`src/hdl/mbl_pkg.sv`:
```
// ----------------------------------------------------------------------------
// mbl_pkg: shared types and constants of the minBLEP overlap-add block
// Sizes of the residual table and correction ring, field widths, operation
// codes, the sequencer states and the saturation and slot-increment helpers.
// ----------------------------------------------------------------------------
package mbl_pkg;

    localparam int ZERO_CROSSINGS = 16;
    localparam int OVERSAMPLING   = 64;

    localparam int TABLE_LEN = 2 * ZERO_CROSSINGS * OVERSAMPLING;
    localparam int RING_LEN  = 2 * ZERO_CROSSINGS + 1;

    localparam int TAB_AW   = $clog2(TABLE_LEN);
    localparam int IDX_W    = $clog2(TABLE_LEN + OVERSAMPLING);
    localparam int SLOT_W   = $clog2(RING_LEN);
    localparam int PHASE_W  = $clog2(OVERSAMPLING + 1);

    // Fixed field widths of the item and result.
    localparam int OP_W     = 2;
    localparam int TIDX_W   = 11;
    localparam int RES_W    = 16;
    localparam int AMP_W    = 16;
    localparam int FRAC_W   = 17;
    localparam int ACC_W    = 24;
    localparam int PROD_W   = AMP_W + RES_W;
    localparam int PROD_SHIFT = 15;

    // Phase rounding: ((ONE - f) * OVERSAMPLING + HALF) >> 16.
    localparam int PH_SUM_W = FRAC_W + $clog2(OVERSAMPLING) + 1;
    localparam logic [FRAC_W-1:0]   FRAC_ONE  = FRAC_W'(65536);
    localparam logic [PH_SUM_W-1:0] PH_ROUND  = PH_SUM_W'(32768);
    localparam int                  PH_SHIFT  = 16;

    localparam logic [OP_W-1:0] OP_LOAD  = 2'd0;
    localparam logic [OP_W-1:0] OP_SCHED = 2'd1;
    localparam logic [OP_W-1:0] OP_NEXT  = 2'd2;

    localparam logic signed [ACC_W-1:0] ACC_MAX = {1'b0, {(ACC_W-1){1'b1}}};
    localparam logic signed [ACC_W-1:0] ACC_MIN = {1'b1, {(ACC_W-1){1'b0}}};

    typedef enum logic [1:0] {
        S_IDLE,
        S_WALK,
        S_DRAIN,
        S_NEXT
    } t_state;

    // One multiply-add step launched toward the shared unit.
    typedef struct packed {
        logic              valid;
        logic [SLOT_W-1:0] slot;
    } t_mac_issue;

    // Write of one correction ring slot.
    typedef struct packed {
        logic                    en;
        logic [SLOT_W-1:0]       addr;
        logic signed [ACC_W-1:0] data;
    } t_ring_wr;

    // Saturate a sum that grew by one bit back to the accumulator width.
    function automatic logic signed [ACC_W-1:0] f_sat(input logic signed [ACC_W:0] v);
        logic signed [ACC_W-1:0] r;
        if (v[ACC_W] != v[ACC_W-1]) begin
            r = v[ACC_W] ? ACC_MIN : ACC_MAX;
        end else begin
            r = v[ACC_W-1:0];
        end
        return r;
    endfunction

    function automatic logic [SLOT_W-1:0] f_slot_inc(input logic [SLOT_W-1:0] s);
        logic [SLOT_W-1:0] r;
        if (s == SLOT_W'(RING_LEN - 1)) begin
            r = '0;
        end else begin
            r = s + SLOT_W'(1);
        end
        return r;
    endfunction

endpackage

```
`src/hdl/mbl_ring.sv`:
```
// ----------------------------------------------------------------------------
// mbl_ring: correction ring of accumulators
// A small memory with registered read and one valid bit per slot; a slot
// whose valid bit is clear reads as zero, so a slot is cleared by clearing its valid bit.
// ----------------------------------------------------------------------------
module mbl_ring import mbl_pkg::*; (
    input  logic                    i_clk,
    input  logic                    i_rst_n,
    input  t_ring_wr                i_wr,
    input  logic                    i_clr_en,
    input  logic [SLOT_W-1:0]       i_clr_addr,
    input  logic [SLOT_W-1:0]       i_rd_addr,
    output logic signed [ACC_W-1:0] o_rd_data
);

    logic signed [ACC_W-1:0] r_mem [RING_LEN];
    logic [RING_LEN-1:0]     r_valid;
    logic signed [ACC_W-1:0] r_rd_data;
    logic                    r_rd_valid;

    always_ff @(posedge i_clk) begin
        if (i_wr.en) begin
            r_mem[i_wr.addr] <= i_wr.data;
        end
        r_rd_data <= r_mem[i_rd_addr];
    end

    always_ff @(posedge i_clk) begin
        if (!i_rst_n) begin
            r_valid    <= '0;
            r_rd_valid <= 1'b0;
        end else begin
            r_rd_valid <= r_valid[i_rd_addr];
            if (i_clr_en) begin
                r_valid[i_clr_addr] <= 1'b0;
            end
            if (i_wr.en) begin
                r_valid[i_wr.addr] <= 1'b1;
            end
        end
    end

    assign o_rd_data = r_rd_valid ? r_rd_data : '0;

endmodule

```
`config.mk`:
```
export PLATFORM = sky130hd
export DESIGN_NAME = mbl_ring
export DESIGN_NICKNAME = d
export VERILOG_FILES = /design/src/hdl/mbl_pkg.sv /design/src/hdl/mbl_ring.sv
export SDC_FILE = /design/constraint.sdc
export NUM_CORES = 1
export LEC_CHECK = 0
export BUFFER_PORTS_ARGS = -buffer_cell sky130_fd_sc_hd__buf_4
export CORE_UTILIZATION = 48
export DETAILED_ROUTE_END_ITERATION = 10
export GPL_TIMING_DRIVEN = 0
export PLACE_DENSITY_LB_ADDON = 0.08
export SYNTH_ARGS = -nofsm -noshare
export SYNTH_HDL_FRONTEND = slang
export SYNTH_SLANG_ARGS = --single-unit
```
`constraint.sdc`:
```
create_clock -name i_clk -period 4.9 [get_ports i_clk]
set_input_delay 0.735 -clock i_clk [delete_from_list [all_inputs] [get_ports i_clk]]
set_output_delay 0.735 -clock i_clk [all_outputs]
set_load 0.01 [all_outputs]
```
==> out/metrics.csv <==
metric,value,unit
initial antenna violation count,0,
final RePlAce weighted congestion,0.888,
"Cell Count, Final, Fillers Out",3024,
Final Skew,0.0227,ns
synth warn,0,
vias in the first global route,17900,
total power,15.3,mW
critical path launch point type,flop,
first-pass GRT wire length,128000,um
Syn Area/Cell,18.2,um^2
share of layout cells above drive strength 1,20.1,%
fmax,0.324,GHz
Worst-path clk slew,0.06,ns
Area growth syn-to-layout,15.5,%
Synth Net Count,1886,
worst vdd ir,0.000238,V
"Slowest-stage cell, CP",dfxtp_1,
DR pass1 iterations,7,
status,"finished, final reports clean",
period utilization,63.1,%
Sequential Area,0.0249,mm^2
Final Hold Violating Endpoints,0,
R2R Setup Slk,3.32,ns
CP Max Fanout,10,
CTS root buf,clkbuf_16,
DRC violations left,0,
"CP delay by family, top",buffers and inverters,
total wire length,89800,um
crit end category,output pin,
I/O Buffers,65,
DP Cell Count,2863,
Vias,18000,
CP arrival,2.36,ns
Synth Register Bits,850,
final worst slack,1.81,ns
Synth Flop Type,edfxtp_1,
Min-Delay Path Class,in -> reg,
Critical Path Max Stage Delay,0.62,ns
number of flops mapped to enable cells by yosys,792,
Synth cell types,44,
DPL Wire Length,59800,um
worst-margin pin slew,1.13,ns
drt first-iter violations,1888,
P_leak,12.8,nW
Worst-Skew Late Latency,0.63,ns
Fill cells,5388,
Synth async-reset ratio,0,%
Slew headroom,24.5,%
overall global routing resource usage,25.7,%
RSZ-0062 raised after global routing,no,
Setup Buffers After CTS,0,
minimum clock period,3.09,ns
final setup violating endpoints,0,
CP Class,reg -> out,
die area,0.0707,mm^2
via/cell ratio,5.95,
Detail Route Antenna Nets,0,
Mapped Area,0.0334,mm^2
core area,0.0687,mm^2
antenna cells,0,
Die Span X,266,um
clock sink count,850,
I/O pin count,70,
pin count of the biggest net entering global routing,34,
post-layout util,56.2,%
area occupied by multi-input gates,0.00798,mm^2
post-cts resize count,0,
Synth top area share,71.1,%
MaxCap Viol Count,0,
sequential share of the synthesized area,74.6,%
worst path cell trace,clkbuf_1 -> and2_1 -> buf_4,
worst path required time,4.16,ns
cells after synthesis,1840,
Synth area leader,edfxtp_1,
Die H,266,um
num rows,96,
CTS Buffer Depth,3,
TritonCTS Buffers,88,
WL/cell,29.7,um
Buf/Inv on CP,2,
hold_buf cts,0,
dominant cells by area after synthesis,"edfxtp_1 71%, mux4_2 6.7%, mux2i_1 6.0%, dfxtp_1 3.5%, nand2_1 1.5%",
Hold WS,0.462,ns
H-tree depth,3,
Final #Nets,2068,
Initial Util,48.7,%
Slew Limit Fails,0,
Pwr per Cell Area,397,mW/mm^2
Place WS,1.34,ns
total grt overflow,0,
CTS tree,built,
==> synthesized netlist by cell type, types with 2 or more instances <==
master and instances:
dfxtp_1 58, and2_1 25, nor2b_1 34, nand2_1 133, a31oi_1 24, nand3_1 31
mux4_2 100, nand4_1 2, buf_1 9, or3b_2 2, or3_1 7, mux2_2 24
a22oi_1 50, clkbuf_1 56, nor2_1 33, a211oi_1 24, a21oi_1 49, a211o_1 25
buf_12 7, a21boi_0 6, mux2i_1 200, buf_4 12, o21a_1 52, nand2b_1 7
edfxtp_1 792, inv_1 10, buf_2 7, a32oi_1 26, buf_6 14, nand3b_1 3
o21ai_0 5
==> flip-flops by register name (all words and copies together) (netlist names) <==
name and count:
r_mem 792, r_valid 33, r_rd_data 24, r_rd_valid 1
==> layout by cell type, fill, tap and decap left out, drive strengths merged, types with 2 or more instances in the layout <==
cell type  instances
buf              142
or3                7
o21a              52
dfxtp             58
bufinv             8
inv               14
a22oi             50
nand3             31
nor2b             34
nand3b             3
a21boi             6
a211o             25
nand2b             7
clkbuf           163
mux2              24
mux2i            200
or3b               2
and2              25
clkinv            41
nor2              33
a32oi             26
nand4              2
a211oi            24
mux4             100
edfxtp           792
nand2            133
a31oi             24
o21ai              5
a21oi             49
==> layer usage <==
metal,up-vias,track usage (%),share of wire [%]
li1,7743,-,-
met1,9497,36.7,44
met2,651,41.7,48
met3,104,3.43,5.8
met4,0,7.28,2.2
met5,-,0,0
==> per-stage QoR <==
stage / TNS [ns] / cell area (um^2)
3_5_place_dp: 0 / 35800
3_3_place_gp: -40.18 / 35100
5_1_grt: 0 / 38600
2_1_floorplan: 0 / 33400
6_report: 0 / 38600
4_1_cts: 0 / 38600
==> worst min-delay path: stages <==
cell,delay [ns]
buf_4,0.13
a21o_1,0.09
a32oi_1,0.08
==> layout make-up <==
type                            count  share of cell area (%)
Inverter                           10                  0.0972
Buffer                            106                    1.77
Multi-Input combinational cell    874                    20.7
Clock buffer                      107                    5.99
Clock inverter                     54                    1.20
Sequential cell                   850                    64.6
Timing Repair Buffer               92                    2.68
Tap cell                          931                    3.02
==> worst paths after layout <==
path                startpoint            end  cells after the start
setup / recovery    r_rd_valid  o_rd_data[14]                      3
hold / removal    i_rd_addr[4]     r_rd_valid                      3
setup reg to reg  r_mem[2][17]  r_rd_data[17]                      4
hold reg to reg    r_valid[24]    r_valid[24]                      2
==> where the power goes <==
part | internal, mW | switching, mW | leakage [nW] | total (mW)
Clock | 3.78 | 2.69 | 1.37 | 6.47
Sequential | 8.00 | 0.0214 | 7.60 | 8.02
Combinational | 0.298 | 0.560 | 3.83 | 0.858
==> kinds of logic (layout without fill, tap and decap cells) <==
kind of cell / after synthesis / count (layout) / synth area share (%)
DFF: 850 / 850 / 74.6
muxes: 324 / 324 / 13.5
and+or+nand+nor: 282 / 282 / 3.98
AOI/OAI and AO/OA: 268 / 268 / 5.74
buffers and inverters: 116 / 369 / 2.15
Power figures use the tool's default switching activity.
