File: src/hdl/mbl_pkg.sv
// ----------------------------------------------------------------------------
// mbl_pkg: shared types and constants of the minBLEP overlap-add block
// Sizes of the residual table and correction ring, field widths, operation
// codes, the sequencer states and the saturation and slot-increment helpers.
// ----------------------------------------------------------------------------
package mbl_pkg;

    localparam int ZERO_CROSSINGS = 16;
    localparam int OVERSAMPLING   = 64;

    localparam int TABLE_LEN = 2 * ZERO_CROSSINGS * OVERSAMPLING;
    localparam int RING_LEN  = 2 * ZERO_CROSSINGS + 1;

    localparam int TAB_AW   = $clog2(TABLE_LEN);
    localparam int IDX_W    = $clog2(TABLE_LEN + OVERSAMPLING);
    localparam int SLOT_W   = $clog2(RING_LEN);
    localparam int PHASE_W  = $clog2(OVERSAMPLING + 1);

    // Fixed field widths of the item and result.
    localparam int OP_W     = 2;
    localparam int TIDX_W   = 11;
    localparam int RES_W    = 16;
    localparam int AMP_W    = 16;
    localparam int FRAC_W   = 17;
    localparam int ACC_W    = 24;
    localparam int PROD_W   = AMP_W + RES_W;
    localparam int PROD_SHIFT = 15;

    // Phase rounding: ((ONE - f) * OVERSAMPLING + HALF) >> 16.
    localparam int PH_SUM_W = FRAC_W + $clog2(OVERSAMPLING) + 1;
    localparam logic [FRAC_W-1:0]   FRAC_ONE  = FRAC_W'(65536);
    localparam logic [PH_SUM_W-1:0] PH_ROUND  = PH_SUM_W'(32768);
    localparam int                  PH_SHIFT  = 16;

    localparam logic [OP_W-1:0] OP_LOAD  = 2'd0;
    localparam logic [OP_W-1:0] OP_SCHED = 2'd1;
    localparam logic [OP_W-1:0] OP_NEXT  = 2'd2;

    localparam logic signed [ACC_W-1:0] ACC_MAX = {1'b0, {(ACC_W-1){1'b1}}};
    localparam logic signed [ACC_W-1:0] ACC_MIN = {1'b1, {(ACC_W-1){1'b0}}};

    typedef enum logic [1:0] {
        S_IDLE,
        S_WALK,
        S_DRAIN,
        S_NEXT
    } t_state;

    // One multiply-add step launched toward the shared unit.
    typedef struct packed {
        logic              valid;
        logic [SLOT_W-1:0] slot;
    } t_mac_issue;

    // Write of one correction ring slot.
    typedef struct packed {
        logic                    en;
        logic [SLOT_W-1:0]       addr;
        logic signed [ACC_W-1:0] data;
    } t_ring_wr;

    // Saturate a sum that grew by one bit back to the accumulator width.
    function automatic logic signed [ACC_W-1:0] f_sat(input logic signed [ACC_W:0] v);
        logic signed [ACC_W-1:0] r;
        if (v[ACC_W] != v[ACC_W-1]) begin
            r = v[ACC_W] ? ACC_MIN : ACC_MAX;
        end else begin
            r = v[ACC_W-1:0];
        end
        return r;
    endfunction

    function automatic logic [SLOT_W-1:0] f_slot_inc(input logic [SLOT_W-1:0] s);
        logic [SLOT_W-1:0] r;
        if (s == SLOT_W'(RING_LEN - 1)) begin
            r = '0;
        end else begin
            r = s + SLOT_W'(1);
        end
        return r;
    endfunction

endpackage

File: src/hdl/mbl_mac.sv
// ----------------------------------------------------------------------------
// mbl_mac: shared multiply-accumulate unit
// Multiplies the step height by a residual word, shifts the product to the
// accumulator scale, adds the ring slot and saturates: one step per cycle.
// ----------------------------------------------------------------------------
module mbl_mac import mbl_pkg::*; (
    input  logic                    i_clk,
    input  logic                    i_rst_n,
    input  t_mac_issue              i_issue,
    input  logic signed [AMP_W-1:0] i_amp,
    input  logic signed [RES_W-1:0] i_res,
    input  logic signed [ACC_W-1:0] i_acc,
    output t_ring_wr                o_wr,
    output logic                    o_busy
);

    // Stage 1 follows the memory read, stage 2 holds the product.
    t_mac_issue               r_s1;
    t_mac_issue               r_s2;
    logic signed [PROD_W-1:0] r_prod;
    logic signed [ACC_W-1:0]  r_acc;

    logic signed [ACC_W:0]    w_term;
    logic signed [ACC_W:0]    w_sum;

    always_ff @(posedge i_clk) begin
        if (!i_rst_n) begin
            r_s1 <= '0;
            r_s2 <= '0;
        end else begin
            r_s1 <= i_issue;
            r_s2 <= r_s1;
        end
    end

    always_ff @(posedge i_clk) begin
        r_prod <= i_amp * i_res;
        r_acc  <= i_acc;
    end

    assign w_term = (ACC_W + 1)'(r_prod >>> PROD_SHIFT);
    assign w_sum  = (ACC_W + 1)'(r_acc) + w_term;

    always_comb begin
        o_wr.en   = r_s2.valid;
        o_wr.addr = r_s2.slot;
        o_wr.data = f_sat(w_sum);
    end

    assign o_busy = r_s1.valid | r_s2.valid;

endmodule

File: config.mk
export PLATFORM = sky130hd
export DESIGN_NAME = mbl_mac
export DESIGN_NICKNAME = d
export VERILOG_FILES = /design/src/hdl/mbl_pkg.sv /design/src/hdl/mbl_mac.sv
export SDC_FILE = /design/constraint.sdc
export NUM_CORES = 1
export LEC_CHECK = 0
export BUFFER_PORTS_ARGS = -buffer_cell sky130_fd_sc_hd__buf_4
export CORE_ASPECT_RATIO = 0.7
export CORE_UTILIZATION = 57
export CTS_CLUSTER_DIAMETER = 120
export DETAILED_ROUTE_END_ITERATION = 8
export PLACE_DENSITY = 0.87
export SLEW_MARGIN = 20
export SYNTH_ARGS = -nofsm -noshare
export SYNTH_HDL_FRONTEND = slang
export SYNTH_SLANG_ARGS = --single-unit
File: constraint.sdc
create_clock -name i_clk -period 6.3 [get_ports i_clk]
set_input_delay 1.26 -clock i_clk [delete_from_list [all_inputs] [get_ports i_clk]]
set_output_delay 1.26 -clock i_clk [all_outputs]
set_load 0.1 [all_outputs]
==> impl_metrics.json, run 1 <==
{
  "post-route-drc-count": 0,
  "grt.overflow.total": 0,
  "synth_seq_cells": 55,
  "clk_path_buf_depth": 2,
  "cts_tree": "built",
  "grt_util_all_layers_pct": 30.93,
  "setup_viol": 7,
  "hpwlAfterDp_mm": 26.80,
  "avgSynthCellArea_um2": 9.399,
  "dieArea_um2": 21630,
  "via_count": 9622,
  "synth-edff-count": 0,
  "slew_viol_final": 0,
  "layout.nets": 1886,
  "cts_root_buffer": "clkbuf_16",
  "io_pins": 97,
  "die_height_um": 123.4,
  "syn_inst": 1276,
  "max_slew_margin_pct": 57.71,
  "min_period_ns": 6.399,
  "synth_flop_cell": "dfxtp_1",
  "hold_path_class": "flop to flop",
  "max_stage_delay_ns": 0.63,
  "fmax_mhz": 156.3,
  "r2r_cells": 1,
  "end_kind": "flop",
  "cp.arrival_ns": 6.59,
  "crit_fanout": 9,
  "reg2reg_from": "r_s1[5]",
  "tightest_slew_ns": 0.6262,
  "dp_slack_ns": -0.5308,
  "antenna_found_initial": 0,
  "outcome": "finished with violations",
  "area_growth_pct": 21.55,
  "r2r_end": "o_wr[29]",
  "hp-start": "r_s1[4]",
  "synth_warnings": 0,
  "die_w_um": 175.4,
  "hold_depth": 1,
  "crit_type": "primary input to flop",
  "setup_ws_ns": -0.09899,
  "ctsHoldBuffers": 0,
  "post-route-period-util_pct": 101.6,
  "cts_buffers": 5,
  "max_cap_violations": 0,
  "synth_area_um2": 11990,
  "cts_max_level": 2,
  "hold_violations": 0,
  "startpoint_type": "primary input",
  "clock_skew_ns": 0.0009953,
  "routedWlPerCell_um": 19.98,
  "drive_gt1_share_pct": 22.65,
  "ys_seq_area_share_pct": 9.181,
  "synth_fp_nets": 1706,
  "violations": "negative setup slack",
  "synth.distinct_cells": 59,
  "port_buffers": 96,
  "routed.top_layer": "met4",
  "min_to": "o_wr[28]",
  "design.core.area_um2": 20230,
  "crit_slowest_cell": "fa_1",
  "wl_met1_mm": 13.35,
  "rsz0062_at_grt": "true",
  "wl_mm": 34.53,
  "rows": 43,
  "wl_met3_mm": 3.704,
  "cp.required_ns": 6.50,
  "numClockSinks": 55,
  "met2WireLength_mm": 16.13,
  "drt_iter0_drc": 888,
  "cp_cell_sequence": "buf_4, buf_4, nand2_1, fa_1, fa_1, fa_1, fa_1, fa_1, fa_1, inv_1, ha_1, a21o_1, a21o_1, a21oi_2, a21boi_2, a31oi_4, buf_6, o21ai_4, a31o_2, o311a_1",
  "grt_max_degree": 21,
  "grt_pass1_vias": 10110,
  "worstSkewPairLatency_ns": 0.30,
  "async_flop_share_pct": 0,
  "ant_nets": 0,
  "r2r_setup_slack_ns": 5.75,
  "avgViaCountPerCell": 5.568,
  "cpMostUsedCell": "fa_1",
  "clk_pin_slew_ns": 0.08,
  "grt_pass1_wl_mm": 51.03,
  "firstDrtPassIters": 5,
  "start_util_pct": 59.28,
  "gp_congestion": 0.9612
}
==> worst max path at each step <==
stage	start	endpoint	slack, ns	cells after the start
4_1_cts	i_res[2]	r_prod[27]	-0.005	21
3_3_place_gp	i_res[5]	r_prod[27]	-0.38	22
6_report	i_res[12]	r_prod[27]	-0.1	20
5_1_grt	i_res[12]	r_prod[27]	-0.21	20
2_1_floorplan	i_amp[14]	r_prod[27]	0.002	21
3_5_place_dp	i_res[5]	r_prod[27]	-0.53	22
==> critical path, delay by kind of cell <==
family	cells	cell delay [ns]
adder cells (fa/ha/maj)	7	3.45
AO/OA/AOI/OAI	8	1.22
buffers and inverters	4	0.56
AND/OR/NAND/NOR	1	0.09
==> Yosys cell counts (2+ instances only) <==
cell | count | area (um^2)
o211ai_1 | 2 | 15.01
a31o_2 | 2 | 17.52
a21oi_1 | 27 | 135.1
a31oi_1 | 2 | 12.51
clkbuf_1 | 34 | 127.6
inv_1 | 303 | 1137
nand3b_1 | 2 | 15.01
nand3_1 | 6 | 30.03
nand4_1 | 4 | 25.02
buf_6 | 2 | 22.52
nand2_1 | 135 | 506.7
o41ai_1 | 2 | 17.52
o31ai_1 | 4 | 30.03
a21o_1 | 10 | 75.07
fa_1 | 262 | 5245
and4_1 | 2 | 17.52
nor3_1 | 11 | 55.05
a211oi_1 | 4 | 30.03
xor2_1 | 13 | 113.9
nand2b_1 | 7 | 43.79
and2_1 | 134 | 838.3
and3_1 | 2 | 12.51
a21boi_0 | 3 | 22.52
nor2_1 | 30 | 112.6
a211o_1 | 2 | 17.52
dfxtp_1 | 55 | 1101
ha_1 | 103 | 1289
o21ai_0 | 20 | 100.1
nor2b_1 | 6 | 37.54
o31a_1 | 2 | 17.52
o21ai_1 | 3 | 15.01
maj3_1 | 5 | 50.05
o21a_1 | 10 | 75.07
o21ai_2 | 10 | 87.58
nor4_1 | 2 | 12.51
xnor2_1 | 28 | 245.2
or2_2 | 2 | 12.51
or3_1 | 4 | 25.02
==> area by class of cell <==
| class | count | area, um^2 |
|---|---|---|
| antenna | 1 | 2.502 |
| clock buffer | 5 | 125.1 |
| clock inverter | 3 | 33.78 |
| fill | 1315 | 5652 |
| inverter | 303 | 1141 |
| multi-input combinational | 882 | 10070 |
| sequential | 55 | 1101 |
| tap | 270 | 337.8 |
| timing repair buffer | 209 | 1767 |
==> cell usage in the layout, fill, tap and decap left out, drive strengths merged, types with 10 or more instances in the layout <==
cell type and instances:
a21o 10, and2 134, o21ai 33, xnor2 28
buf 207, dfxtp 55, o21a 10, xor2 13
fa 262, ha 103, a21oi 27, nand2 136
nor3 12, inv 303, nor2 31
==> cells by family (layout without fill, tap and decap cells) <==
kind of cell | after synthesis | in the layout | share of synthesized area [%]
AOI/OAI and AO/OA | 119 | 119 | 7.220
xor gates and xnor gates | 41 | 41 | 2.994
adders and majority gates | 370 | 370 | 54.90
buffers and inverters | 339 | 520 | 10.74
DFF | 55 | 55 | 9.181
muxes | 1 | 1 | 0.08347
other | 0 | 1 | 0
and+or+nand+nor | 351 | 351 | 14.89
==> sequential cells by signal, indices dropped and copies added (netlist names) <==
| name | cells |
|---|---|
| o_wr | 7 |
| r_acc | 24 |
| r_prod | 17 |
| r_s1 | 7 |
==> stage by stage <==
step | TNS, ns | cell area [um^2] | util, % | std cells | hold WS, ns
6_report | -0.4591 | 14580 | 72.06 | 1728 | 0.4356
5_1_grt | -1.150 | 14580 | 72.05 | 1727 | 0.4484
4_1_cts | -0.006992 | 14100 | 69.69 | 1719 | 0.4362
3_5_place_dp | -6.384 | 13860 | 68.51 | 1711 | 0.4177
3_3_place_gp | -3.968 | 13860 | 68.51 | 1711 | 0.4100
2_1_floorplan | 0 | 12150 | - | 1276 | 0.4057
==> routing by layer <==
layer / track usage, % / up-vias
met3: 8.948 / 134
met4: 6.467 / 0
met2: 50.82 / 571
met1: 41.09 / 4726
li1: - / 4191
met5: 0 / -
==> repair_timing <==
item                                    4_1_cts  5_1_grt
endpoints found under the setup margin       13       13
pin swaps                                    11       61
resized for setup                            15      105
gates cloned                                  0        1
setup buffers                                 0        8
Power of run 1 is left out: the tool's default activity adds up to more than one toggle a clock period on the data nets, which glitch-free logic cannot reach.
==> run 2: changes to the inputs <==
--- a/config.mk
+++ b/config.mk
@@ -10,6 +10,7 @@
 export CORE_UTILIZATION = 57
 export CTS_CLUSTER_DIAMETER = 120
 export DETAILED_ROUTE_END_ITERATION = 8
+export MAX_ROUTING_LAYER = met4
 export PLACE_DENSITY = 0.87
 export SLEW_MARGIN = 20
 export SYNTH_ARGS = -nofsm -noshare
==> impl_metrics.json, run 2 (same netlist as run 1, synthesis figures left out) <==
{
  "outcome": "finished with violations",
  "violations": "negative setup slack",
  "fin_area_um2": 14390,
  "ant_nets": 0,
  "drive_gt1_share_pct": 21.24,
  "cts_tree": "built",
  "routedWlPerCell_um": 19.03,
  "via_count": 9566,
  "rsz0062_at_grt": "true",
  "final_cell_mix": "inv_1 (291), fa_1 (250), buf_4 (180)",
  "layout.nets": 1884,
  "grtUsageMet2_pct": 51.51,
  "hpwlAfterDp_mm": 26.70,
  "final_common_cell": "inv_1",
  "slew_viol_final": 0,
  "area_growth_pct": 20.02,
  "dp_cells": 1705,
  "die_height_um": 123.4,
  "cts_max_level": 2,
  "wl_mm": 32.85,
  "busiest_layer": "met2",
  "crit_type": "primary input to flop",
  "start_util_pct": 59.28,
  "max_slew_margin_pct": 61.65,
  "cts_root_buffer": "clkbuf_16",
  "max_cap_violations": 0,
  "dieArea_um2": 21630,
  "setup_ws_ns": -0.09605,
  "grt_pass1_wl_mm": 51.65,
  "firstDrtPassIters": 5,
  "drt_iter0_drc": 771,
  "hold_violations": 0,
  "met3_usage_pct": 7.103,
  "grt_use_met1_pct": 41.09,
  "instances_no_fill": 1726,
  "min_period_ns": 6.396,
  "top_regs": "r_acc: 24 flops, r_prod: 17 flops",
  "io_pins": 97,
  "fmax_mhz": 156.3,
  "port_buffers": 96,
  "design.core.area_um2": 20230,
  "gp_congestion": 0.9749,
  "setup_viol": 9,
  "crit_fanout": 12,
  "end_kind": "flop",
  "clk_pin_slew_ns": 0.07,
  "clk_path_buf_depth": 2,
  "grt.overflow.total": 0,
  "hold_path_class": "flop to flop",
  "clock_skew_ns": 0.002366,
  "grt_util_all_layers_pct": 31.89,
  "cts_buffers": 5,
  "antenna_found_initial": 1,
  "largest_register_ffs": 24,
  "tightest_slew_ns": 0.5678,
  "cp.required_ns": 6.48,
  "top_register": "r_acc",
  "post-route-drc-count": 0,
  "grt_max_degree": 21,
  "startpoint_type": "primary input",
  "post-route-period-util_pct": 101.5,
  "grt_pass1_vias": 10380,
  "numClockSinks": 55,
  "rows": 43,
  "avgViaCountPerCell": 5.542,
  "die_w_um": 175.4,
  "cp.arrival_ns": 6.58,
  "worstSkewPairLatency_ns": 0.30,
  "ctsHoldBuffers": 0,
  "place_area_um2": 13800
}
[run 2: changes by cell type in the layout (fill, tap and decap cells not counted), sizes merged]
| cell | change |
|---|---|
| clkbuf | -2 |
[run 2: timing repair]
item	4_1_cts	5_1_grt
pin swaps	17	44
gates resized for setup	31	55
buffers inserted	1	12
endpoints found under the setup margin	16	15
[run 2: metrics by stage]
stage	setup TNS [ns]	utilization [%]	hold slack [ns]	setup slack [ns]
after floorplan	0	-	0.4057	0.001849
after global placement	-3.917	68.23	0.4110	-0.3729
after detailed placement	-7.510	68.23	0.4209	-0.6092
after CTS	-0.04112	69.64	0.4392	-0.02543
after global routing	-2.813	71.15	0.4477	-0.3080
final	-0.4776	71.15	0.4363	-0.09605
[run 2: cell type report]
class / instances / area (um^2)
multi-input combinational: 882 / 9953
timing repair buffer: 207 / 1699
sequential: 55 / 1101
clock inverter: 3 / 33.78
tap: 270 / 337.8
clock buffer: 5 / 125.1
inverter: 303 / 1141
antenna: 1 / 2.502
fill: 1369 / 5836
[run 2: final timing paths]
path / start / end / slack, ns / cells past startpoint
worst max register to register: r_s1[0] / o_wr[24] / 5.76 / 1
worst max-delay path: i_res[4] / r_prod[31] / -0.1 / 19
worst min register to register: r_s1[2] / o_wr[26] / 0.44 / 1
worst min-delay path: r_s1[2] / o_wr[26] / 0.44 / 1
[run 2: worst max-delay path: stages]
cell      delay, ns
buf_6          0.13
buf_6          0.13
and2_4         0.14
fa_1           0.52
fa_2           0.48
fa_1           0.52
fa_1           0.52
fa_1           0.53
inv_1          0.05
fa_1           0.52
inv_2          0.05
ha_4           0.28
buf_6          0.09
nand4_1        0.11
o31ai_4        0.38
a31oi_4        0.22
o311ai_2       0.33
o211ai_1       0.14
xnor2_1        0.16
[run 2: routing by layer]
| metal | vias up | share of wire, % |
|---|---|---|
| met5 | - | 0 |
| met4 | 0 | 3.6 |
| met3 | 127 | 9.5 |
| met2 | 467 | 47 |
| met1 | 4781 | 40 |
| li1 | 4191 | - |
Power of run 2 is left out for the same reason.
==> run 3: changes to the inputs <==
--- a/config.mk
+++ b/config.mk
@@ -7,11 +7,12 @@
 export LEC_CHECK = 0
 export BUFFER_PORTS_ARGS = -buffer_cell sky130_fd_sc_hd__buf_4
 export CORE_ASPECT_RATIO = 0.7
-export CORE_UTILIZATION = 57
+export CORE_UTILIZATION = 58
+export CTS_BUF_LIST = sky130_fd_sc_hd__clkbuf_8
 export CTS_CLUSTER_DIAMETER = 120
 export DETAILED_ROUTE_END_ITERATION = 8
 export MAX_ROUTING_LAYER = met4
-export PLACE_DENSITY = 0.87
+export PLACE_DENSITY_LB_ADDON = 0.08
 export SLEW_MARGIN = 20
 export SYNTH_ARGS = -nofsm -noshare
 export SYNTH_HDL_FRONTEND = slang
==> constraint.sdc (replaced) <==
create_clock -name i_clk -period 5.67 [get_ports i_clk]
set_input_delay 1.134 -clock i_clk [delete_from_list [all_inputs] [get_ports i_clk]]
set_output_delay 1.134 -clock i_clk [all_outputs]
set_load 0.1 [all_outputs]
==> impl_metrics.json, run 3 (same netlist as run 1, synthesis figures left out) <==
{
  "insertedDiodeCount": 0,
  "antenna_found_initial": 0,
  "place_area_um2": 14050,
  "crit_type": "primary input to flop",
  "max_slew_margin_pct": 62.99,
  "numClockSinks": 55,
  "dieArea_um2": 21270,
  "grt_pass1_vias": 9698,
  "area_growth_pct": 22.28,
  "cts_buffers": 5,
  "wl_mm": 30.31,
  "ctsHoldBuffers": 0,
  "startpoint_type": "primary input",
  "cp.arrival_ns": 6.37,
  "setup_ws_ns": -0.4910,
  "clk_path_buf_depth": 2,
  "grt_use_met1_pct": 47.65,
  "r2r_setup_slack_ns": 5.11,
  "post-route-period-util_pct": 108.7,
  "die_height_um": 122.3,
  "grt_max_degree": 19,
  "fmax_mhz": 162.3,
  "rows": 43,
  "via_count": 9154,
  "design.core.area_um2": 20010,
  "grt.overflow.total": 0,
  "firstDrtPassIters": 5,
  "start_util_pct": 59.92,
  "dp_cells": 1720,
  "worstSkewPairLatency_ns": 0.31,
  "grt_pass1_wl_mm": 50.07,
  "busiest_layer": "met1",
  "hpwlAfterDp_mm": 25.52,
  "end_kind": "flop",
  "violations": "negative setup slack",
  "clock_skew_ns": 0.0003648,
  "clk_pin_slew_ns": 0.09,
  "met3_usage_pct": 6.041,
  "setup_tns_ns": -5.173,
  "cts_tree": "built",
  "n_fill_cell": 1520,
  "largest_register_ffs": 24,
  "cts_max_level": 2,
  "cts_root_buffer": "clkbuf_8",
  "avgViaCountPerCell": 5.261,
  "instances_no_fill": 1740,
  "setup_viol": 14,
  "rsz0062_at_grt": "true",
  "outcome": "finished with violations",
  "min_period_ns": 6.161,
  "fin_area_um2": 14670,
  "die_w_um": 173.9,
  "final_common_cell": "inv_1",
  "grtUsageMet2_pct": 44.80,
  "gp_congestion": 0.9292,
  "register_area_um2": 1101,
  "post-route-drc-count": 0,
  "slew_viol_final": 0,
  "crit_fanout": 10,
  "drt_iter0_drc": 675,
  "io_pins": 97,
  "final_cell_mix": "inv_1 (288), fa_1 (250), buf_4 (186)",
  "multi_input_area_um2": 10050,
  "drive_gt1_share_pct": 23.88,
  "hold_violations": 0,
  "max_cap_violations": 0,
  "ant_nets": 0,
  "top_regs": "r_acc: 24 flops, r_prod: 17 flops",
  "routedWlPerCell_um": 17.42,
  "hold_path_class": "flop to flop",
  "top_register": "r_acc",
  "grt_util_all_layers_pct": 31.29,
  "cp.required_ns": 5.88,
  "port_buffers": 96,
  "layout.nets": 1899,
  "tightest_slew_ns": 0.5480
}
-- run 3: changes by cell type in the layout (fill, tap and decap cells not counted), moves of 4 or more --
cell      previous run  this run
and2_1             123       111
and2_4              11        23
buf_4              180       186
clkbuf_8             0         5
buf_8                0         4
ha_1                92        88
inv_2               11        15
nand2_1            132       128
nand2_2              1         5
-- run 3: final timing paths --
kind / startpoint / end / cells after the start
worst max register to register: r_s1[2] / o_wr[26] / 1
worst min-delay path: r_s1[5] / o_wr[29] / 1
worst max-delay path: i_amp[9] / r_prod[27] / 20
worst min register to register: r_s1[5] / o_wr[29] / 1
-- run 3: per-layer routing --
metal / vias up / wire (um) / part of all wire, %
met3: 40 / 3207 / 11
met5: - / 0 / 0
met4: 0 / 337 / 1.1
met2: 387 / 12290 / 41
met1: 4504 / 14480 / 48
li1: 4223 / - / -
-- run 3: worst max-delay path, cell delays in order --
cell and delay [ns]:
buf_4 0.19, nand2_1 0.13, fa_1 0.59, inv_1 0.07, fa_1 0.48, fa_1 0.60
fa_2 0.45, fa_1 0.52, inv_1 0.05, fa_1 0.49, inv_2 0.04, ha_4 0.23
and4_1 0.20, o2bb2ai_1 0.12, a31oi_1 0.23, o31ai_4 0.16, a31oi_4 0.27, o21ai_2 0.12
a31o_2 0.20, o311a_1 0.10
-- run 3: metrics by stage --
step	setup WS (ns)	hold slack, ns	utilization, %
3_5_place_dp	-0.8854	0.4193	70.21
3_3_place_gp	-0.8128	0.4079	70.21
2_1_floorplan	-0.4708	0.4057	-
5_1_grt	-0.6491	0.4665	73.27
6_report	-0.4910	0.4399	73.27
4_1_cts	-0.4472	0.4417	72.01
-- run 3: cell type report --
cell class | instances | share of cell area, %
Clock buffer | 5 | 0.4692
Clock inverter | 3 | 0.4351
Inverter | 303 | 7.781
Multi-Input combinational cell | 882 | 68.51
Sequential cell | 55 | 7.508
Tap cell | 270 | 2.304
Timing Repair Buffer | 222 | 12.99
-- run 3: timing repair --
item / in CTS / in global routing
setup buffers: 5 / 5
cloned: 0 / 2
setup endpoints to repair: 17 / 16
resized for setup: 43 / 60
pin swaps: 36 / 44
Power of run 3 is left out for the same reason.
